$ cat src/hdl/sha256mh_pkg.sv
`default_nettype none

package sha256mh_pkg;

    typedef struct packed {
        logic [7:0] data_byte;
        logic       byte_valid;
        logic       end_of_message;
    } sha256mh_in_t;

    typedef struct packed {
        logic [31:0] digest_word;
        logic [2:0]  word_number;
        logic        last_word;
    } sha256mh_out_t;

    typedef enum logic [2:0] {
        ST_IDLE,
        ST_PAD,
        ST_LOAD,
        ST_ROUND,
        ST_UPDATE,
        ST_OUT_RD,
        ST_OUT_LD,
        ST_OUT_WAIT
    } sha256mh_state_t;

    // Control from the sequencer to the compression datapath
    typedef struct packed {
        logic       shift_in;
        logic       rotate;
        logic       round;
        logic       w_prime;
        logic [5:0] rnd;
    } sha256mh_ctrl_t;

    localparam logic [31:0] INIT_HASH [8] = '{
        32'h6a09e667, 32'hbb67ae85, 32'h3c6ef372, 32'ha54ff53a,
        32'h510e527f, 32'h9b05688c, 32'h1f83d9ab, 32'h5be0cd19
    };

    localparam logic [31:0] ROUND_CONST [64] = '{
        32'h428a2f98, 32'h71374491, 32'hb5c0fbcf, 32'he9b5dba5,
        32'h3956c25b, 32'h59f111f1, 32'h923f82a4, 32'hab1c5ed5,
        32'hd807aa98, 32'h12835b01, 32'h243185be, 32'h550c7dc3,
        32'h72be5d74, 32'h80deb1fe, 32'h9bdc06a7, 32'hc19bf174,
        32'he49b69c1, 32'hefbe4786, 32'h0fc19dc6, 32'h240ca1cc,
        32'h2de92c6f, 32'h4a7484aa, 32'h5cb0a9dc, 32'h76f988da,
        32'h983e5152, 32'ha831c66d, 32'hb00327c8, 32'hbf597fc7,
        32'hc6e00bf3, 32'hd5a79147, 32'h06ca6351, 32'h14292967,
        32'h27b70a85, 32'h2e1b2138, 32'h4d2c6dfc, 32'h53380d13,
        32'h650a7354, 32'h766a0abb, 32'h81c2c92e, 32'h92722c85,
        32'ha2bfe8a1, 32'ha81a664b, 32'hc24b8b70, 32'hc76c51a3,
        32'hd192e819, 32'hd6990624, 32'hf40e3585, 32'h106aa070,
        32'h19a4c116, 32'h1e376c08, 32'h2748774c, 32'h34b0bcb5,
        32'h391c0cb3, 32'h4ed8aa4a, 32'h5b9cca4f, 32'h682e6ff3,
        32'h748f82ee, 32'h78a5636f, 32'h84c87814, 32'h8cc70208,
        32'h90befffa, 32'ha4506ceb, 32'hbef9a3f7, 32'hc67178f2
    };

    function automatic logic [31:0] big_sigma0(input logic [31:0] x);
        return {x[1:0], x[31:2]} ^ {x[12:0], x[31:13]} ^ {x[21:0], x[31:22]};
    endfunction

    function automatic logic [31:0] big_sigma1(input logic [31:0] x);
        return {x[5:0], x[31:6]} ^ {x[10:0], x[31:11]} ^ {x[24:0], x[31:25]};
    endfunction

    function automatic logic [31:0] small_sigma0(input logic [31:0] x);
        return {x[6:0], x[31:7]} ^ {x[17:0], x[31:18]} ^ (x >> 3);
    endfunction

    function automatic logic [31:0] small_sigma1(input logic [31:0] x);
        return {x[16:0], x[31:17]} ^ {x[18:0], x[31:19]} ^ (x >> 10);
    endfunction

endpackage

`default_nettype wire

$ cat src/hdl/sha256mh_ram.sv
`default_nettype none

module sha256mh_ram #(
    parameter int WIDTH = 32,
    parameter int DEPTH = 16
) (
    input  logic                     clk,
    input  logic                     we,
    input  logic [$clog2(DEPTH)-1:0] waddr,
    input  logic [WIDTH-1:0]         wdata,
    input  logic [$clog2(DEPTH)-1:0] raddr,
    output logic [WIDTH-1:0]         rdata
);

    logic [WIDTH-1:0] mem [DEPTH];

    always_ff @(posedge clk) begin
        if (we) begin
            mem[waddr] <= wdata;
        end
        rdata <= mem[raddr];
    end

endmodule

`default_nettype wire

$ cat src/hdl/sha256mh_core.sv
`default_nettype none

module sha256mh_core (
    input  logic                        aclk,
    input  sha256mh_pkg::sha256mh_ctrl_t ctrl,
    input  logic [31:0]                 hash_rd,
    input  logic [31:0]                 msg_rd,
    output logic [31:0]                 upd_word
);
    import sha256mh_pkg::*;

    logic [31:0] wv_reg  [8];
    logic [31:0] win_reg [16];
    logic [31:0] wcur_reg;

    logic [31:0] t1;
    logic [31:0] t2;
    logic [31:0] sched;
    logic [31:0] ch;
    logic [31:0] maj;

    always_comb begin
        ch    = (wv_reg[4] & wv_reg[5]) ^ (~wv_reg[4] & wv_reg[6]);
        maj   = (wv_reg[0] & wv_reg[1]) ^ (wv_reg[0] & wv_reg[2]) ^ (wv_reg[1] & wv_reg[2]);
        t1    = wv_reg[7] + big_sigma1(wv_reg[4]) + ch + ROUND_CONST[ctrl.rnd] + wcur_reg;
        t2    = big_sigma0(wv_reg[0]) + maj;
        // schedule word for the following round
        sched = small_sigma1(win_reg[15]) + win_reg[10] + small_sigma0(win_reg[2]) + win_reg[1];
    end

    assign upd_word = hash_rd + wv_reg[0];

    always_ff @(posedge aclk) begin
        if (ctrl.round) begin
            wv_reg[7] <= wv_reg[6];
            wv_reg[6] <= wv_reg[5];
            wv_reg[5] <= wv_reg[4];
            wv_reg[4] <= wv_reg[3] + t1;
            wv_reg[3] <= wv_reg[2];
            wv_reg[2] <= wv_reg[1];
            wv_reg[1] <= wv_reg[0];
            wv_reg[0] <= t1 + t2;
            for (int i = 0; i < 15; i++) begin
                win_reg[i] <= win_reg[i+1];
            end
            win_reg[15] <= wcur_reg;
            wcur_reg    <= (ctrl.rnd < 6'd15) ? msg_rd : sched;
        end else if (ctrl.shift_in || ctrl.rotate) begin
            for (int i = 0; i < 7; i++) begin
                wv_reg[i] <= wv_reg[i+1];
            end
            wv_reg[7] <= ctrl.shift_in ? hash_rd : wv_reg[0];
        end
        if (ctrl.w_prime) begin
            wcur_reg <= msg_rd;
        end
    end

endmodule

`default_nettype wire

$ cat src/hdl/sha256_message_hash.sv
// Bytes are accepted one per cycle, only while idle. A full block then compresses in hash load,
// 64 rounds and write back; load and write back move one hash word per cycle.
// Final request: pad states close the block, one or two blocks compress, the second after more pad
// states, then the eight digest words go out, each through the read, load and wait states.
// Reset clears the sequencer and byte count and marks the hash memory as holding the initial
// values; the message buffer is undefined.
`default_nettype none

module sha256_message_hash (
    input  logic                         aclk,
    input  logic                         aresetn,
    input  logic                         s_valid,
    output logic                         s_ready,
    input  sha256mh_pkg::sha256mh_in_t   s_data,
    output logic                         m_valid,
    input  logic                         m_ready,
    output sha256mh_pkg::sha256mh_out_t  m_data
);
    import sha256mh_pkg::*;

    sha256mh_state_t state_reg, state_next;
    logic [3:0]  cnt_reg, cnt_next;
    logic [5:0]  rnd_reg, rnd_next;
    logic [3:0]  pad_idx_reg, pad_idx_next;
    logic [2:0]  out_idx_reg, out_idx_next;
    logic [60:0] count_reg, count_next;
    logic [23:0] word_reg, word_next;
    logic        fin_reg, fin_next;
    logic        pass1_reg, pass1_next;
    logic        pad_done_reg, pad_done_next;
    logic        hash_iv_reg, hash_iv_next;
    logic        m_valid_reg, m_valid_next;
    sha256mh_out_t m_data_reg, m_data_next;
    logic [2:0]  hrd_idx_reg;

    // memory ports
    logic        mwe;
    logic [3:0]  mwaddr;
    logic [31:0] mwdata;
    logic [3:0]  mraddr;
    logic [31:0] msg_rd;
    logic        hwe;
    logic [2:0]  hwaddr;
    logic [31:0] hwdata;
    logic [2:0]  hraddr;
    logic [31:0] hram_rd;
    logic [31:0] hash_rd;

    sha256mh_ctrl_t ctrl;
    logic [31:0]    upd_word;

    logic        in_acc;
    logic [60:0] count_inc;
    logic [5:0]  pos_new;
    logic [31:0] partial_word;
    logic [63:0] bit_len;
    logic        wrap;
    logic        len_en;

    assign s_ready = (state_reg == ST_IDLE);
    assign m_valid = m_valid_reg;
    assign m_data  = m_data_reg;
    assign in_acc  = s_valid && s_ready;

    assign count_inc = count_reg + 61'd1;
    assign pos_new   = s_data.byte_valid ? count_inc[5:0] : count_reg[5:0];
    assign bit_len   = {count_reg, 3'b000};
    // pad word lands in the last two words: length goes into a second block
    assign wrap      = (count_reg[5:3] == 3'b111);
    assign len_en    = !(pass1_reg && wrap);

    // hash memory reads as the initial values until the first write back
    assign hash_rd = hash_iv_reg ? INIT_HASH[hrd_idx_reg] : hram_rd;

    // close the partial word with the 0x80 marker
    always_comb begin
        case (count_reg[1:0])
            2'd0:    partial_word = 32'h8000_0000;
            2'd1:    partial_word = {word_reg[7:0], 8'h80, 16'h0000};
            2'd2:    partial_word = {word_reg[15:0], 8'h80, 8'h00};
            default: partial_word = {word_reg[23:0], 8'h80};
        endcase
    end

    always_comb begin
        state_next    = state_reg;
        cnt_next      = cnt_reg;
        rnd_next      = rnd_reg;
        pad_idx_next  = pad_idx_reg;
        out_idx_next  = out_idx_reg;
        count_next    = count_reg;
        word_next     = word_reg;
        fin_next      = fin_reg;
        pass1_next    = pass1_reg;
        pad_done_next = pad_done_reg;
        hash_iv_next  = hash_iv_reg;
        m_valid_next  = m_valid_reg;
        m_data_next   = m_data_reg;
        mwe           = 1'b0;
        mwaddr        = '0;
        mwdata        = '0;
        mraddr        = '0;
        hwe           = 1'b0;
        hwaddr        = '0;
        hwdata        = upd_word;
        hraddr        = '0;
        ctrl          = '0;
        ctrl.rnd      = rnd_reg;

        case (state_reg)
            ST_IDLE: begin
                if (in_acc) begin
                    if (s_data.byte_valid) begin
                        count_next = count_inc;
                        word_next  = {word_reg[15:0], s_data.data_byte};
                        if (count_reg[1:0] == 2'd3) begin
                            mwe    = 1'b1;
                            mwaddr = count_reg[5:2];
                            mwdata = {word_reg, s_data.data_byte};
                        end
                    end
                    if (s_data.end_of_message) begin
                        fin_next      = 1'b1;
                        pass1_next    = 1'b1;
                        pad_done_next = 1'b0;
                    end
                    if (s_data.byte_valid && count_reg[5:0] == 6'd63) begin
                        state_next = ST_LOAD;
                        cnt_next   = '0;
                    end else if (s_data.end_of_message) begin
                        state_next   = ST_PAD;
                        pad_idx_next = pos_new[5:2];
                    end
                end
            end

            ST_PAD: begin
                mwe    = 1'b1;
                mwaddr = pad_idx_reg;
                if (pass1_reg && pad_idx_reg == count_reg[5:2]) begin
                    mwdata = partial_word;
                end else if (len_en && pad_idx_reg == 4'd14) begin
                    mwdata = bit_len[63:32];
                end else if (len_en && pad_idx_reg == 4'd15) begin
                    mwdata = bit_len[31:0];
                end
                if (pad_idx_reg == 4'd15) begin
                    pass1_next    = 1'b0;
                    pad_done_next = len_en;
                    state_next    = ST_LOAD;
                    cnt_next      = '0;
                end else begin
                    pad_idx_next = pad_idx_reg + 4'd1;
                end
            end

            ST_LOAD: begin
                hraddr        = cnt_reg[2:0];
                ctrl.shift_in = (cnt_reg != 4'd0);
                if (cnt_reg == 4'd8) begin
                    ctrl.w_prime = 1'b1;
                    mraddr       = 4'd1;
                    state_next   = ST_ROUND;
                    rnd_next     = '0;
                end else begin
                    cnt_next = cnt_reg + 4'd1;
                end
            end

            ST_ROUND: begin
                ctrl.round = 1'b1;
                // prefetch two rounds ahead for the registered schedule word
                mraddr     = rnd_reg[3:0] + 4'd2;
                if (rnd_reg == 6'd63) begin
                    state_next = ST_UPDATE;
                    cnt_next   = '0;
                end else begin
                    rnd_next = rnd_reg + 6'd1;
                end
            end

            ST_UPDATE: begin
                hraddr = cnt_reg[2:0];
                if (cnt_reg != 4'd0) begin
                    hwe         = 1'b1;
                    hwaddr      = cnt_reg[2:0] - 3'd1;
                    ctrl.rotate = 1'b1;
                end
                if (cnt_reg == 4'd8) begin
                    hash_iv_next = 1'b0;
                    if (!fin_reg) begin
                        state_next = ST_IDLE;
                    end else if (pad_done_reg) begin
                        state_next   = ST_OUT_RD;
                        out_idx_next = '0;
                    end else begin
                        state_next   = ST_PAD;
                        pad_idx_next = '0;
                    end
                end else begin
                    cnt_next = cnt_reg + 4'd1;
                end
            end

            ST_OUT_RD: begin
                hraddr     = out_idx_reg;
                state_next = ST_OUT_LD;
            end

            ST_OUT_LD: begin
                m_valid_next            = 1'b1;
                m_data_next.digest_word = hash_rd;
                m_data_next.word_number = out_idx_reg;
                m_data_next.last_word   = (out_idx_reg == 3'd7);
                state_next              = ST_OUT_WAIT;
            end

            ST_OUT_WAIT: begin
                if (m_ready) begin
                    m_valid_next = 1'b0;
                    if (out_idx_reg == 3'd7) begin
                        state_next    = ST_IDLE;
                        count_next    = '0;
                        fin_next      = 1'b0;
                        pad_done_next = 1'b0;
                        hash_iv_next  = 1'b1;
                    end else begin
                        out_idx_next = out_idx_reg + 3'd1;
                        state_next   = ST_OUT_RD;
                    end
                end
            end

            default: begin
                state_next = ST_IDLE;
            end
        endcase
    end

    always_ff @(posedge aclk) begin
        if (!aresetn) begin
            state_reg    <= ST_IDLE;
            cnt_reg      <= '0;
            rnd_reg      <= '0;
            pad_idx_reg  <= '0;
            out_idx_reg  <= '0;
            count_reg    <= '0;
            fin_reg      <= 1'b0;
            pass1_reg    <= 1'b0;
            pad_done_reg <= 1'b0;
            hash_iv_reg  <= 1'b1;
            m_valid_reg  <= 1'b0;
        end else begin
            state_reg    <= state_next;
            cnt_reg      <= cnt_next;
            rnd_reg      <= rnd_next;
            pad_idx_reg  <= pad_idx_next;
            out_idx_reg  <= out_idx_next;
            count_reg    <= count_next;
            fin_reg      <= fin_next;
            pass1_reg    <= pass1_next;
            pad_done_reg <= pad_done_next;
            hash_iv_reg  <= hash_iv_next;
            m_valid_reg  <= m_valid_next;
        end
    end

    // payload: no reset
    always_ff @(posedge aclk) begin
        word_reg    <= word_next;
        m_data_reg  <= m_data_next;
        hrd_idx_reg <= hraddr;
    end

    // message block buffer: one word per four bytes, then padding
    sha256mh_ram #(
        .WIDTH (32),
        .DEPTH (16)
    ) u_msg_ram (
        .clk   (aclk),
        .we    (mwe),
        .waddr (mwaddr),
        .wdata (mwdata),
        .raddr (mraddr),
        .rdata (msg_rd)
    );

    // running hash words; write back trails the read by one entry
    sha256mh_ram #(
        .WIDTH (32),
        .DEPTH (8)
    ) u_hash_ram (
        .clk   (aclk),
        .we    (hwe),
        .waddr (hwaddr),
        .wdata (hwdata),
        .raddr (hraddr),
        .rdata (hram_rd)
    );

    sha256mh_core u_core (
        .aclk     (aclk),
        .ctrl     (ctrl),
        .hash_rd  (hash_rd),
        .msg_rd   (msg_rd),
        .upd_word (upd_word)
    );

`ifndef SYNTH
    a_no_overlap: assert property (@(posedge aclk) disable iff (!aresetn)
        !(s_ready && m_valid))
        else $error("request taken while digest pending");

    a_hash_write: assert property (@(posedge aclk) disable iff (!aresetn)
        hwe |-> (state_reg == ST_UPDATE && hrd_idx_reg == hwaddr))
        else $error("hash write outside write back or misaligned");

    a_msg_write: assert property (@(posedge aclk) disable iff (!aresetn)
        mwe |-> (state_reg == ST_IDLE || state_reg == ST_PAD))
        else $error("message buffer written during compression");

    a_restart: assert property (@(posedge aclk) disable iff (!aresetn)
        (m_valid && m_ready && m_data.last_word) |=>
            (state_reg == ST_IDLE && hash_iv_reg && count_reg == 61'd0))
        else $error("state not restored after digest");

    a_word_pos: assert property (@(posedge aclk) disable iff (!aresetn)
        m_valid |-> (m_data.word_number == out_idx_reg))
        else $error("digest word position mismatch");
`endif

endmodule

`default_nettype wire
$ cat config.mk
export PLATFORM = sky130hd
export DESIGN_NAME = sha256_message_hash
export DESIGN_NICKNAME = d
export VERILOG_FILES = /design/src/hdl/sha256mh_pkg.sv /design/src/hdl/sha256mh_ram.sv /design/src/hdl/sha256mh_core.sv /design/src/hdl/sha256_message_hash.sv
export SDC_FILE = /design/constraint.sdc
export NUM_CORES = 2
export LEC_CHECK = 0
export BUFFER_PORTS_ARGS = -buffer_cell sky130_fd_sc_hd__buf_4
export CELL_PAD_IN_SITES_DETAIL_PLACEMENT = 1
export CELL_PAD_IN_SITES_GLOBAL_PLACEMENT = 1
export CORE_ASPECT_RATIO = 1.5
export CORE_MARGIN = 5
export CORE_UTILIZATION = 25
export CTS_BUF_LIST = sky130_fd_sc_hd__clkbuf_2
export DETAILED_ROUTE_END_ITERATION = 7
export GPL_TIMING_DRIVEN = 0
export HOLD_SLACK_MARGIN = 0.02
export PLACE_DENSITY = 0.45
export REMOVE_ABC_BUFFERS = 1
export SETUP_SLACK_MARGIN = 0.5
export SLEW_MARGIN = 0
export SYNTH_ARGS = -nofsm -noshare
export SYNTH_HDL_FRONTEND = slang
export SYNTH_SLANG_ARGS = --single-unit
$ cat constraint.sdc
create_clock -name aclk -period 17.55 [get_ports aclk]
set_input_delay 0.8775 -clock aclk [delete_from_list [all_inputs] [get_ports aclk]]
set_output_delay 0.8775 -clock aclk [all_outputs]
set_load 0.005 [all_outputs]
* Yosys cells after proc, flatten, opt, wreduce, memory -nomap -nowiden *
Memories as Yosys holds them, arrays and structs flattened. A register that Yosys moved wholly into a read port is not among the register bits.
Index checks and enable logic that the tools add are counted.
Widths: inputs -> output; s select.

word-level totals
  memory bits (read-only) = 2304
  memories = 6
  input bits = 14
  flip-flop bits (word level) = 181
  output and inout bits = 38
  logic and storage cells = 252
  memory bits (writable) = 1536

memory list
  name             words  width  rd ports  clocked after Yosys merged registers in  write ports  RTL line                   RTL
  (no name shown)  64     32     1         0                                        0            sha256mh_core.sv:25        t1 = wv_reg[7] + big_sigma1(wv_reg[4]) + ch + ROUND_CONST[ctrl.rnd] + wcur_reg;
  u_core.win_reg   16     32     15        0                                        16           sha256mh_core.sv:13        logic [31:0] win_reg [16];
  u_msg_ram.mem    16     32     1         1                                        1            sha256mh_ram.sv:15         logic [WIDTH-1:0] mem [DEPTH];
  (no name shown)  8      32     1         0                                        0            sha256_message_hash.sv:73  assign hash_rd = hash_iv_reg ? INIT_HASH[hrd_idx_reg] : hram_rd;
  u_core.wv_reg    8      32     8         0                                        8            sha256mh_core.sv:12        logic [31:0] wv_reg [8];
  u_hash_ram.mem   8      32     1         1                                        1            sha256mh_ram.sv:15

cells by class
  reductions and logical operators = 33
  order comparisons = 3
  eq/ne operators = 37
  bitwise gates (word level) = 27
  mux-type cells = 111
  add/sub/neg operators = 18

operators with widths
  operator               number
  $mux 32                23
  $add 32x32->32         11
  $xor 32x32->32         9
  $mux 61                4
  $and 32x32->32         5
  $pmux 61 s2            1
  $pmux 32 s3            1
  $pmux 32 s2            1
  $add 61x1->61 const B  1
  $mux 4                 15
  $mux 3                 18
  $not 32->32            1
  $xor 32x22->32         1
  $xor 32x29->32         1
  $mux 1                 31
  $ne 2x2->1 const B     14
  $pmux 3 s8             1
  $eq 3x3->1 const B     6
  $mux 6                 3
  $reduce_and 6->1       3
  $pmux 4 s2             2
  $pmux 4 s4             1
  $eq 4x4->1 const B     3
  $eq 6x6->1 const B     2
  38 further kinds       71

* Logic depth before layout (Yosys ltp) *
An unclocked memory read counts as a cell.

  depth after elaboration = 9
  depth in mapped cells = 41
  gate-level depth less buffers = 38

* Hierarchy *
A second synthesis with hierarchy kept.

second synthesis, totals
  cell total of the unflattened synthesis = 6285
  area, all modules = 83860.4 um^2

by module, submodules not included
  module                      cells each  instances  area an instance (um^2)  seq. area each (um^2)
  sha256mh_core               4079        1          45132.0                  23062.1
  sha256mh_ram at u_msg_ram   838         1          19835.3                  16015.4
  sha256mh_ram at u_hash_ram  415         1          10466.3                  8328.0
  sha256_message_hash         953         1          8426.8                   3583.4

* Worst setup path before layout *
Ideal clock, no wire load.

  path kind = register to register
  from = reg state_reg[1]
  to = reg u_msg_ram.rdata[13], read port of u_msg_ram.mem
  path buffers = 3
  slack = 4.782 ns
  cell stages (with the launch flop) = 11
  setup time = 0.136 ns
  data required time = 17.414 ns
  period minus slack after synthesis = 12.768 ns
  arrival = 12.632 ns
  cells stage by stage = dfxtp_1 -> buf_2 -> nand3_1 -> inv_1 -> a22oi_1 -> buf_2 -> buf_2 -> mux4_2 -> and2_1 -> a211oi_1 -> a31oi_1

between the ends
  cells in the longest elaborated chain, start to end = 2
  elaborated cells between the ends (all ways) = 3
  those cells by class = eq/ne: 2; mux: 1

RTL lines
  element                   RTL line                    RTL
  start: declaration        sha256_message_hash.sv:21   sha256mh_state_t state_reg, state_next;
  start signal: assignment  sha256_message_hash.sv:254  state_reg <= state_next;
  $eq 3x2->1                sha256_message_hash.sv:110  case (state_reg)
  $pmux 4 s2 *              sha256_message_hash.sv:110
  end: declaration          sha256mh_ram.sv:12          output logic [WIDTH-1:0] rdata

Mark *: on every way between the ends. The rest lies on a longest branch, timed or not.
A chain may end at the register's enable or synchronous reset.

==> impl_metrics.tcl <==
set metrics [dict create \
    stdcell_area_mm2 0.09383 \
    finalPower_w 0.009168 \
    ys_seq_area_frac 0.6180 \
    tightest_slew_ns 1.418 \
    placed_cells 10565 \
    async_reset_ff_frac 0 \
    r2r_cells 35 \
    cts_sinks 1749 \
    skew_ns 0.2707 \
    startpoint_type "flop" \
    syn_avg_cell_area_um2 12.80 \
    synth-seq-cells 1749 \
    final_util 0.2852 \
    setup_viol 0 \
    cts_tree "built" \
    whs_path_depth 0 \
    hold_viol 0 \
    grt_pass1_wl_um 391000 \
    synth_area_leaders "edfxtp_1 (58%), nand2_1 (5.3%), fa_1 (4.6%)" \
    synth_top_area_share 0.5809 \
    synth_edf_count 1596 \
    synth_commonest_cells "edfxtp_1 (1,596), nand2_1 (1,160), xnor2_1 (317)" \
    fp.coreArea_mm2 0.3289 \
    htreeDepth 5 \
    via_count 52440 \
    die_y_um 713.6 \
    critPathArrivalTime_ns 14.16 \
    synth_top_area_cell "edfxtp_1" \
    worstSetupPathType "flop to flop" \
    period_share 0.7248 \
    yosysWarnings 0 \
    fp-row-count 258 \
    fin_crit_ns 12.72 \
    fin_nets 7139 \
    hp-class "flop to flop" \
    cp_slowest_cell "dfxtp_1" \
    clkLatencyLatePin_ns 1.80 \
    avgRoutedWirePerCell_um 23.57 \
    grt-ovfl-total 0 \
    layoutNonFillerInstCount 11399 \
    drt-total-wl_um 268700 \
    pwr_density_cell_mw_per_mm2 97.71 \
    cp_slowest_stage_delay_ns 1.23 \
    start_util 0.2508 \
    path_common_cell "a21oi_1" \
    fp.dieArea_mm2 0.3418 \
    grt_max_degree 128 \
    grt_pass1_vias 56724 \
    status "completed" \
    cts_inserted_buffers 438 \
    fmax_ghz 0.07861 \
    place_congestion 0.8370 \
    synth_cell_types 89 \
    post_cts_buffers 0 \
    clkTransAtPathRegs_ns 0.13 \
    syn_to_final_growth_pct 13.73 \
    io_buffers 51 \
    dpl_cell_area_mm2 0.08954 \
    cts_resized 0 \
    cts_buffer_depth 4 \
    slew_headroom 0.04486 \
    fin_tns_setup_ns 0 \
    final_max_slew_viol_count 0 \
    yosys_most_used_dff "edfxtp_1" \
    synth.most_common_cell "edfxtp_1" \
    end_kind "flop" \
    antenna_found_initial 21 \
    vias_per_cell 4.600 \
    largest_register_ffs 512 \
    crit_path_max_fanout 25 \
    clockRootBuffer "clkbuf_2" \
    required_ns 18.99 \
    syn_area_mm2 0.08250 \
    irDropWorstVdd_uv 46.66 \
    drive_gt1_frac 0.1597 \
    drt_iter0_drc 2806 \
    ios 52 \
    max_cap_violations 0 \
    rsz0062_at_grt "false" \
    ant_nets 0 \
    die_w_um 479.1 \
    drt_first_pass_iters 5 \
    dp_hpwl_um 192100 \
    synth_cells 6445 \
    leakagePower_nw 33.50 \
    drc 0 \
    gr-usage-all-layers 0.1538 \
]
==> placed cells by master, fill, tap and decap left out, drive strengths merged, types with 31 or more instances in the layout <==
cell	instances
mux4	134
fa	188
clkbuf	642
dlygate4sd3	33
nand2	1161
o21a	31
nor2	294
xor2	120
nand2b	34
clkinv	131
o21ai	325
mux2	33
ha	188
a31oi	84
dfxtp	153
inv	243
and3	33
mux2i	36
a21oi	267
a21o	79
buf	183
nor2b	33
edfxtp	1596
xnor2	317
a22oi	32
nor3	59
and2	52
nand3	230
a211oi	54
==> metrics by stage <==
step	hold WS [ns]	setup WS [ns]
2_1_floorplan	0.4003	-15.82
3_3_place_gp	0.4001	-45.38
3_5_place_dp	0.4052	4.687
4_1_cts	0.02031	4.790
5_1_grt	0.2246	4.381
6_report	0.2520	4.829
==> worst paths after layout <==
kind,to,from,slack (ns)
worst min register to register,u_core.win_reg[0][72]$_DFFE_PP_,u_core.win_reg[0][104]$_DFFE_PP_,0.25
worst min-delay path,u_core.win_reg[0][72]$_DFFE_PP_,u_core.win_reg[0][104]$_DFFE_PP_,0.25
worst max-delay path,u_core.wv_reg[0][31]$_DFFE_PP_,rnd_reg[1]$_SDFFE_PN0P_,4.83
worst max register to register,u_core.wv_reg[0][31]$_DFFE_PP_,rnd_reg[1]$_SDFFE_PN0P_,4.83
==> cells by family after synthesis <==
kind of cell | after synthesis | synth area share
AND/OR/NAND/NOR | 1972 | 0.1021
multiplexers | 203 | 0.04545
flip-flops | 1749 | 0.6180
adder cells (fa/ha/maj) | 398 | 0.07680
buffers and inverters | 588 | 0.02733
XOR/XNOR | 439 | 0.04694
AO/OA/AOI/OAI | 1096 | 0.08338
==> per-layer routing <==
| layer | part of all wire | GRT usage |
|---|---|---|
| met4 | 0.040 | 0.06068 |
| met3 | 0.029 | 0.01986 |
| met2 | 0.53 | 0.2846 |
| met5 | 0.00015 | 0 |
| met1 | 0.41 | 0.1792 |
==> power by group <==
| group | total [W] | internal, W | switching, W |
|---|---|---|---|
| Sequential | 0.00468 | 0.00463 | 0.0000472 |
| Combinational | 0.00170 | 0.000685 | 0.00101 |
| Clock | 0.00279 | 0.00102 | 0.00177 |
==> critical path, delay by kind of cell, from the launching register on <==
kind                       cells  cell delay (ns)
AOI/OAI and AO/OA             17             4.47
xor gates and xnor gates       2             0.50
adders and majority gates      7             3.52
buffers and inverters          3             1.23
DFF                            1             1.23
and+or+nand+nor                6             1.61
==> layout make-up <==
| type | instances | area [µm²] |
|---|---|---|
| Fill cell | 35917 | 235100 |
| Timing Repair Buffer | 216 | 3058 |
| Multi-Input combinational cell | 4108 | 29560 |
| Tap cell | 4290 | 5368 |
| Clock buffer | 642 | 3213 |
| Antenna cell | 15 | 37.54 |
| Sequential cell | 1749 | 51000 |
| Clock inverter | 143 | 684.4 |
| Inverter | 236 | 900.9 |
==> what timing repair did <==
item,CTS,global route
setup endpoints to repair,0,0
hold buffers,34,0
hold endpoints to repair,289,0
Power figures use the tool's default switching activity.
